<file path="config.mk">
export PLATFORM = sky130hd
export DESIGN_NAME = timer_bank_oneshot_repeat
export DESIGN_NICKNAME = d
export VERILOG_FILES = /design/src/hdl/tbr_pkg.sv /design/src/hdl/tbr_ram.sv /design/src/hdl/tbr_ctrl.sv /design/src/hdl/tbr_dp.sv /design/src/hdl/timer_bank_oneshot_repeat.sv
export SDC_FILE = /design/constraint.sdc
export NUM_CORES = 2
export LEC_CHECK = 0
export BUFFER_PORTS_ARGS = -buffer_cell sky130_fd_sc_hd__buf_2
export CAP_MARGIN = 10
export CORE_MARGIN = 1.5
export CORE_UTILIZATION = 40
export DETAILED_ROUTE_END_ITERATION = 8
export PLACE_DENSITY_LB_ADDON = 0.1
export SKIP_CTS_REPAIR_TIMING = 1
export SLEW_MARGIN = 20
export SYNTH_ARGS = -nofsm -noshare
export SYNTH_HDL_FRONTEND = slang
export SYNTH_SLANG_ARGS = --single-unit
</file>
<file path="constraint.sdc">
create_clock -name clk -period 8.49 [get_ports clk]
set_clock_uncertainty 0.05 [all_clocks]
set_input_delay 0.849 -clock clk [delete_from_list [all_inputs] [get_ports clk]]
set_output_delay 0.849 -clock clk [all_outputs]
set_load 0.02 [all_outputs]
</file>
<file path="src/hdl/tbr_pkg.sv">
// Shared constants, types and codes for the timer bank.
package tbr_pkg;

  localparam int TIMER_COUNT = 16;
  localparam int IDX_W       = (TIMER_COUNT > 1) ? $clog2(TIMER_COUNT) : 1;
  localparam int TIME_W      = 32;
  localparam int ENTRY_W     = 2 * TIME_W;
  localparam int MASK_W      = 16;
  localparam int EXT_W       = (TIMER_COUNT > MASK_W) ? TIMER_COUNT : MASK_W;
  localparam int REQ_IDX_W   = 4;

  typedef enum logic [1:0] {
    REQ_TICK   = 2'd0,
    REQ_START  = 2'd1,
    REQ_STOP   = 2'd2,
    REQ_STATUS = 2'd3
  } req_t;

  typedef enum logic [2:0] {
    ST_IDLE,
    ST_OP,
    ST_FILL,
    ST_TICK,
    ST_RESP
  } state_t;

  typedef struct packed {
    logic load;   // capture the request fields
    logic apply;  // carry out a start or stop
    logic fill;   // issue the read of the first entry
    logic step;   // check one entry and read the next
  } cmd_t;

  typedef struct packed {
    logic req_tick;  // request on the ports is a tick
    logic last;      // entry being checked is the final one
  } sts_t;

endpackage

</file>
<file path="src/hdl/tbr_ram.sv">
// Generic single-port-write, registered-read RAM.
module tbr_ram #(
  parameter int WIDTH = 8,
  parameter int DEPTH = 16
) (
  input  logic                                        clk,
  input  logic                                        we,
  input  logic [((DEPTH > 1) ? $clog2(DEPTH) : 1)-1:0] waddr,
  input  logic [WIDTH-1:0]                            wdata,
  input  logic [((DEPTH > 1) ? $clog2(DEPTH) : 1)-1:0] raddr,
  output logic [WIDTH-1:0]                            rdata
);

  logic [WIDTH-1:0] mem [DEPTH];

  always_ff @(posedge clk) begin
    if (we) begin
      mem[waddr] <= wdata;
    end
    rdata <= mem[raddr];
  end

endmodule

</file>
<file path="src/hdl/tbr_ctrl.sv">
// Controller state machine for the timer bank.
module tbr_ctrl (
  input  logic          clk,
  input  logic          rst,
  input  logic          start,
  input  tbr_pkg::sts_t sts,
  output tbr_pkg::cmd_t cmd,
  output logic          busy,
  output logic          done
);
  import tbr_pkg::*;

  state_t state;
  state_t state_next;

  always_ff @(posedge clk) begin
    if (rst) begin
      state <= ST_IDLE;
    end else begin
      state <= state_next;
    end
  end

  always_comb begin
    state_next = state;
    unique case (state)
      ST_IDLE: begin
        if (start) begin
          state_next = sts.req_tick ? ST_FILL : ST_OP;
        end
      end
      ST_OP:   state_next = ST_RESP;
      ST_FILL: state_next = ST_TICK;
      ST_TICK: begin
        if (sts.last) begin
          state_next = ST_RESP;
        end
      end
      ST_RESP: state_next = ST_IDLE;
      default: state_next = ST_IDLE;
    endcase
  end

  always_comb begin
    cmd  = '0;
    busy = 1'b1;
    done = 1'b0;
    unique case (state)
      ST_IDLE: begin
        busy     = 1'b0;
        cmd.load = start;
      end
      ST_OP:   cmd.apply = 1'b1;
      ST_FILL: cmd.fill  = 1'b1;
      ST_TICK: cmd.step  = 1'b1;
      ST_RESP: done      = 1'b1;
      default: busy      = 1'b1;
    endcase
  end

endmodule

</file>
<file path="src/hdl/tbr_dp.sv">
// Datapath: request registers, timer flags, entry RAM and the expiry check.
module tbr_dp (
  input  logic                           clk,
  input  logic                           rst,
  input  tbr_pkg::cmd_t                  cmd,
  output tbr_pkg::sts_t                  sts,
  input  logic [1:0]                     req_type,
  input  logic [tbr_pkg::REQ_IDX_W-1:0]  timer_index,
  input  logic [tbr_pkg::TIME_W-1:0]     now_ticks,
  input  logic [tbr_pkg::TIME_W-1:0]     period_ticks,
  input  logic                           repeat_mode,
  output logic                           is_running,
  output logic                           is_expired,
  output logic [tbr_pkg::MASK_W-1:0]     expired_mask
);
  import tbr_pkg::*;

  // Captured request.
  req_t                req_q;
  logic [REQ_IDX_W-1:0] idx_q;
  logic [TIME_W-1:0]   now_q;
  logic [TIME_W-1:0]   period_q;
  logic                rep_q;

  // Per-timer flags.
  logic [TIMER_COUNT-1:0] run_flags, run_flags_next;
  logic [TIMER_COUNT-1:0] rep_flags, rep_flags_next;
  logic [TIMER_COUNT-1:0] exp_flags, exp_flags_next;

  // Entry currently being checked during a tick sweep.
  logic [IDX_W-1:0] proc;

  logic [7:0]       idx_wide;
  logic [IDX_W-1:0] idx_addr;
  logic             idx_valid;

  logic               ram_we;
  logic [IDX_W-1:0]   ram_waddr;
  logic [ENTRY_W-1:0] ram_wdata;
  logic [IDX_W-1:0]   ram_raddr;
  logic [ENTRY_W-1:0] ram_rdata;

  logic [TIME_W-1:0] elapsed;
  logic              hit;
  logic [EXT_W-1:0]  exp_ext;

  assign idx_wide  = {4'b0, idx_q};
  assign idx_addr  = idx_wide[IDX_W-1:0];
  assign idx_valid = (idx_wide < 8'(TIMER_COUNT));

  assign sts.req_tick = (req_t'(req_type) == REQ_TICK);
  assign sts.last     = (proc == IDX_W'(TIMER_COUNT - 1));

  always_ff @(posedge clk) begin
    if (cmd.load) begin
      req_q    <= req_t'(req_type);
      idx_q    <= timer_index;
      now_q    <= now_ticks;
      period_q <= period_ticks;
      rep_q    <= repeat_mode;
    end
  end

  always_ff @(posedge clk) begin
    if (rst) begin
      proc <= '0;
    end else if (cmd.fill) begin
      proc <= '0;
    end else if (cmd.step) begin
      proc <= proc + IDX_W'(1);
    end
  end

  // The entry holds the period in the upper half and the base in the lower.
  assign elapsed = now_q - ram_rdata[TIME_W-1:0];
  assign hit     = (elapsed >= ram_rdata[ENTRY_W-1:TIME_W]);

  assign ram_raddr = cmd.fill ? '0 : (proc + IDX_W'(1));

  always_comb begin
    run_flags_next = run_flags;
    rep_flags_next = rep_flags;
    exp_flags_next = exp_flags;
    ram_we         = 1'b0;
    ram_waddr      = proc;
    ram_wdata      = {ram_rdata[ENTRY_W-1:TIME_W], now_q};
    if (cmd.apply && idx_valid) begin
      case (req_q)
        REQ_START: begin
          ram_we                   = 1'b1;
          ram_waddr                = idx_addr;
          ram_wdata                = {period_q, now_q};
          run_flags_next[idx_addr] = 1'b1;
          rep_flags_next[idx_addr] = rep_q;
          exp_flags_next[idx_addr] = (period_q == '0);
        end
        REQ_STOP: begin
          run_flags_next[idx_addr] = 1'b0;
          exp_flags_next[idx_addr] = 1'b0;
        end
        default: begin
        end
      endcase
    end
    if (cmd.step) begin
      if (run_flags[proc] && hit) begin
        exp_flags_next[proc] = 1'b1;
        if (rep_flags[proc]) begin
          // A repeating timer rebases to the current time and keeps its period.
          ram_we = 1'b1;
        end else begin
          run_flags_next[proc] = 1'b0;
        end
      end else begin
        exp_flags_next[proc] = 1'b0;
      end
    end
  end

  always_ff @(posedge clk) begin
    if (rst) begin
      run_flags <= '0;
      rep_flags <= '0;
      exp_flags <= '0;
    end else begin
      run_flags <= run_flags_next;
      rep_flags <= rep_flags_next;
      exp_flags <= exp_flags_next;
    end
  end

  tbr_ram #(
    .WIDTH (ENTRY_W),
    .DEPTH (TIMER_COUNT)
  ) u_entries (
    .clk   (clk),
    .we    (ram_we),
    .waddr (ram_waddr),
    .wdata (ram_wdata),
    .raddr (ram_raddr),
    .rdata (ram_rdata)
  );

  assign exp_ext      = EXT_W'(exp_flags);
  assign expired_mask = exp_ext[MASK_W-1:0];
  assign is_running   = idx_valid && run_flags[idx_addr];
  assign is_expired   = idx_valid && exp_flags[idx_addr];

endmodule

</file>
<file path="src/hdl/timer_bank_oneshot_repeat.sv">
// Start, stop and status transactions pass through the OP state and show their result in RESP.
// A tick transaction passes through FILL, then a sweep in TICK that checks one entry per cycle
// through the single read port of the entry RAM, and then shows its result in RESP.
// One transaction is in flight at a time, so a new one is taken only once the block is idle
// again after the result of the last one has been shown.
// The result stands for exactly one cycle under done and the receiver cannot stall it.
// Synchronous reset clears the running, repeat and expired flags but not the entry RAM.
module timer_bank_oneshot_repeat (
  input  logic                          clk,
  input  logic                          rst,
  input  logic                          start,
  input  logic [1:0]                    req_type,
  input  logic [tbr_pkg::REQ_IDX_W-1:0] timer_index,
  input  logic [tbr_pkg::TIME_W-1:0]    now_ticks,
  input  logic [tbr_pkg::TIME_W-1:0]    period_ticks,
  input  logic                          repeat_mode,
  output logic                          busy,
  output logic                          done,
  output logic                          is_running,
  output logic                          is_expired,
  output logic [tbr_pkg::MASK_W-1:0]    expired_mask
);
  import tbr_pkg::*;

  cmd_t cmd;
  sts_t sts;

  tbr_ctrl u_ctrl (
    .clk   (clk),
    .rst   (rst),
    .start (start),
    .sts   (sts),
    .cmd   (cmd),
    .busy  (busy),
    .done  (done)
  );

  tbr_dp u_dp (
    .clk          (clk),
    .rst          (rst),
    .cmd          (cmd),
    .sts          (sts),
    .req_type     (req_type),
    .timer_index  (timer_index),
    .now_ticks    (now_ticks),
    .period_ticks (period_ticks),
    .repeat_mode  (repeat_mode),
    .is_running   (is_running),
    .is_expired   (is_expired),
    .expired_mask (expired_mask)
  );

  // An accepted transaction keeps the block busy from the next cycle.
  assert property (@(posedge clk) disable iff (rst)
    (start && !busy) |=> busy)
    else $error("block not busy after an accepted transaction");

  // The result strobe lasts a single cycle and only while busy.
  assert property (@(posedge clk) disable iff (rst)
    done |-> (busy ##1 !done))
    else $error("done strobe malformed");

  // A start leaves its timer running when the result is shown.
  assert property (@(posedge clk) disable iff (rst)
    (start && !busy && req_type == REQ_START && 32'(timer_index) < TIMER_COUNT)
      |-> ##2 (done && is_running))
    else $error("started timer not reported as running");

endmodule

</file>
==> flow_summary_export.csv <==
group,metric,value,unit
worst_setup_path,worstPathArrival,7080,ps
status,status,"complete, but fails checks",
sta,hold_slack,210,ps
die,die_w,357,µm
layout,finalNonFillerCells,5568,
synth,ys_seq_area_share,70.3,%
sta,relSlewSlack,17.5,%
die,io_pins,94,
synth,synthCells,3748,
die,die_area,127000,µm²
synth,yosys_warnings,0,
synth,yosysUniqueCellTypes,66,
sta,max_freq,0.148,GHz
sta,worst_pin_slew,1230,ps
die,start_util,40.5,%
placed_design,gp_congestion,0.786,
synth,synth_common_cells,"edfxtp_1 (1,095), nand2_1 (651), a211oi_1 (324)",
route,avgRoutedWirePerCell,24.8,µm
layout,fillers,11041,
min_path,hp-class,"input port to flip-flop",
die,die_h,357,µm
route,first_pass_iters,8,
layout,area_growth,13.6,%
sta,fin_ws,1750,ps
global_routing,overflow,0,
route,drt-initial-drc-count,2470,
route,routed_wl,138000,µm
status,violations,"design-rule violations",
route,vias_per_cell,5.55,
clock_tree,cts_tree,"built",
placed_design,pre_cts_ws,1860,ps
clock_tree,clk_latency,760,ps
pwr,p_total,13.2,mW
global_routing,antenna_found_initial,0,
placed_design,place_inst,5321,
clock_tree,cts.sinks,1214,
sta,finalSetupTns,0,ps
flow_run,cap_violations,0,
pwr,leakage,18.7,nW
clock_tree,cts_root_buf,"clkbuf_16",
sta,period_share,79.4,%
worst_setup_path,start_kind,"flip-flop",
pwr,powerDensity,232,nW/µm²
clock_tree,h-tree-depth,4,
layout,fin_util,46.0,%
placed_design,dp_hpwl,76600,µm
sta,drv_slew,0,
synth,avgSynthCellArea,13.4,µm²
synth,syn_nets,3892,
global_routing,grt_usage,21.6,%
synth,ys.flop_type,"edfxtp_1",
clock_tree,clkTransAtPathRegs,60,ps
synth,synth_edf_count,1095,
die,row_count,129,
clock_tree,cts_made_buffers,135,
layout,antenna-diode-count,0,
synth,synthArstFlopShare,0,%
synth,synth_seq_cells,1214,
sta,hold_viol,0,
route,postRouteAntennaNets,0,
synth,synth_area,50100,µm²
global_routing,grt_max_degree,183,
synth,yosysTopAreaCellShare,65.6,%
placed_design,numPortBuffers,93,
sta,rsz0062_at_grt,"no",
route,drc,10,
placed_design,placed_area,52700,µm²
synth,synth_area_leaders,"edfxtp_1 (66%), nand2_1 (4.9%), a211oi_1 (4.9%), dfxtp_1 (4.8%), nor2b_1 (3.3%)",
worst_setup_path,crit_type,"flip-flop to flip-flop",
route,vias,30892,
sta,setup_viol,0,
pwr,ir_drop,0.000207,V
worst_setup_path,end_kind,"flip-flop",
global_routing,first_global_vias,30070,
synth,synth_most_common_cell,"edfxtp_1",
sta,min_period,6740,ps
worst_setup_path,critPathRequiredTime,8830,ps
die,core_area,124000,µm²
global_routing,grt_pass1_wl,204000,µm
layout,fin_area,57000,µm²
synth,synth.largest_area_cell,"edfxtp_1",
clock_tree,clock_path_buffers,3,
layout,drive_gt1_share,11.9,%
worst_setup_path,critPathMaxFanout,49,
layout,layout.nets,3965,
cell families (layout without fill, tap and decap cells):
logic type	count (synthesis)	after routing	synth area share [%]
AOI/OAI and AO/OA	981	981	13.5
xor gates and xnor gates	29	29	0.507
adders and majority gates	70	70	1.76
buffers and inverters	337	520	2.74
DFF	1214	1214	70.3
muxes	36	36	1.28
and+or+nand+nor	1081	1081	9.90
final cells by class:
class | count | area (µm²) | share of cell area, %
Multi-Input combinational cell | 2197 | 13800 | 24.2
Sequential cell | 1214 | 35300 | 61.9
Timing Repair Buffer | 195 | 1370 | 2.40
Inverter | 78 | 293 | 0.514
Tap cell | 1637 | 2050 | 3.59
Clock buffer | 182 | 3770 | 6.62
Clock inverter | 65 | 464 | 0.815
power by group:
part	total [mW]	leakage (nW)	switching, mW	internal (mW)
combinational	0.875	5.76	0.584	0.290
clock	5.61	2.10	2.36	3.24
sequential	6.73	10.9	0.0864	6.65
per-layer routing:
metal  share of wire, %  vias to the layer above  global-route usage, %
met5                  0                        -                      0
met4                1.7                        0                   5.01
met3                4.0                      165                   3.18
met2                 47                      654                   34.7
met1                 47                    15607                   31.0
li1                   -                    14466                      -
registers in the layout, summed over array words and instances (netlist names), 2 cells and up:
| signal | flops |
|---|---|
| u_dp.period_q | 32 |
| u_dp.u_entries.mem | 1024 |
| u_dp.proc | 4 |
| u_dp.run_flags | 16 |
| u_dp.u_entries.rdata | 64 |
| u_dp.idx_addr | 4 |
| u_dp.rep_flags | 16 |
| u_dp.expired_mask | 16 |
| u_dp.now_q | 32 |
| u_dp.req_q | 2 |
| u_ctrl.state | 3 |
cells in the final DEF, fill, tap and decap left out, types with 6 or more instances in the layout:
cell type,instances
nand2_1,649
clkbuf_1,32
xnor2_1,17
buf_12,11
buf_4,91
o21bai_1,10
clkbuf_16,141
nor4_1,12
clkinv_1,22
a221oi_1,22
nand2b_1,8
a211oi_2,9
a22oi_1,9
mux2_2,15
clkbuf_8,9
a31oi_1,130
nand3_1,21
edfxtp_1,1095
a21o_1,28
buf_2,93
xor2_1,12
nor2_1,58
a21oi_4,16
o21ai_1,6
nor2b_1,268
a211oi_1,324
nor3_1,16
nand4_1,20
inv_1,78
a311oi_1,128
clkinv_2,28
a21oi_1,202
dfxtp_1,118
mux4_2,17
o21ai_0,62
ha_1,69
critical path, stage by stage, from the launching register on:
cell       delay, ps
edfxtp_1         610
inv_1            130
ha_1             210
inv_1             70
fa_1             400
a21o_1           200
a221oi_2         400
a21oi_2          170
a21boi_2         260
o21bai_1         130
a221oi_2         360
o21a_1           190
o311ai_0         140
ha_1             330
a21o_1           110
a21oi_1           90
nand3_1          120
a2bb2oi_1        520
nand3_1          480
a21oi_4          880
buf_12           440
final timing paths:
kind	startpoint	endpoint	slack, ps	cells past startpoint
worst min-delay path	timer_index[1]	u_dp.idx_addr[1]	210	1
worst min register to register	u_dp.rep_flags[6]	u_dp.rep_flags[6]	410	2
worst max register to register	u_dp.now_q[0]	u_dp.u_entries.mem[2][19]	1750	20
worst max-delay path	u_dp.now_q[0]	u_dp.u_entries.mem[2][19]	1750	20
Power figures use the tool's default switching activity.
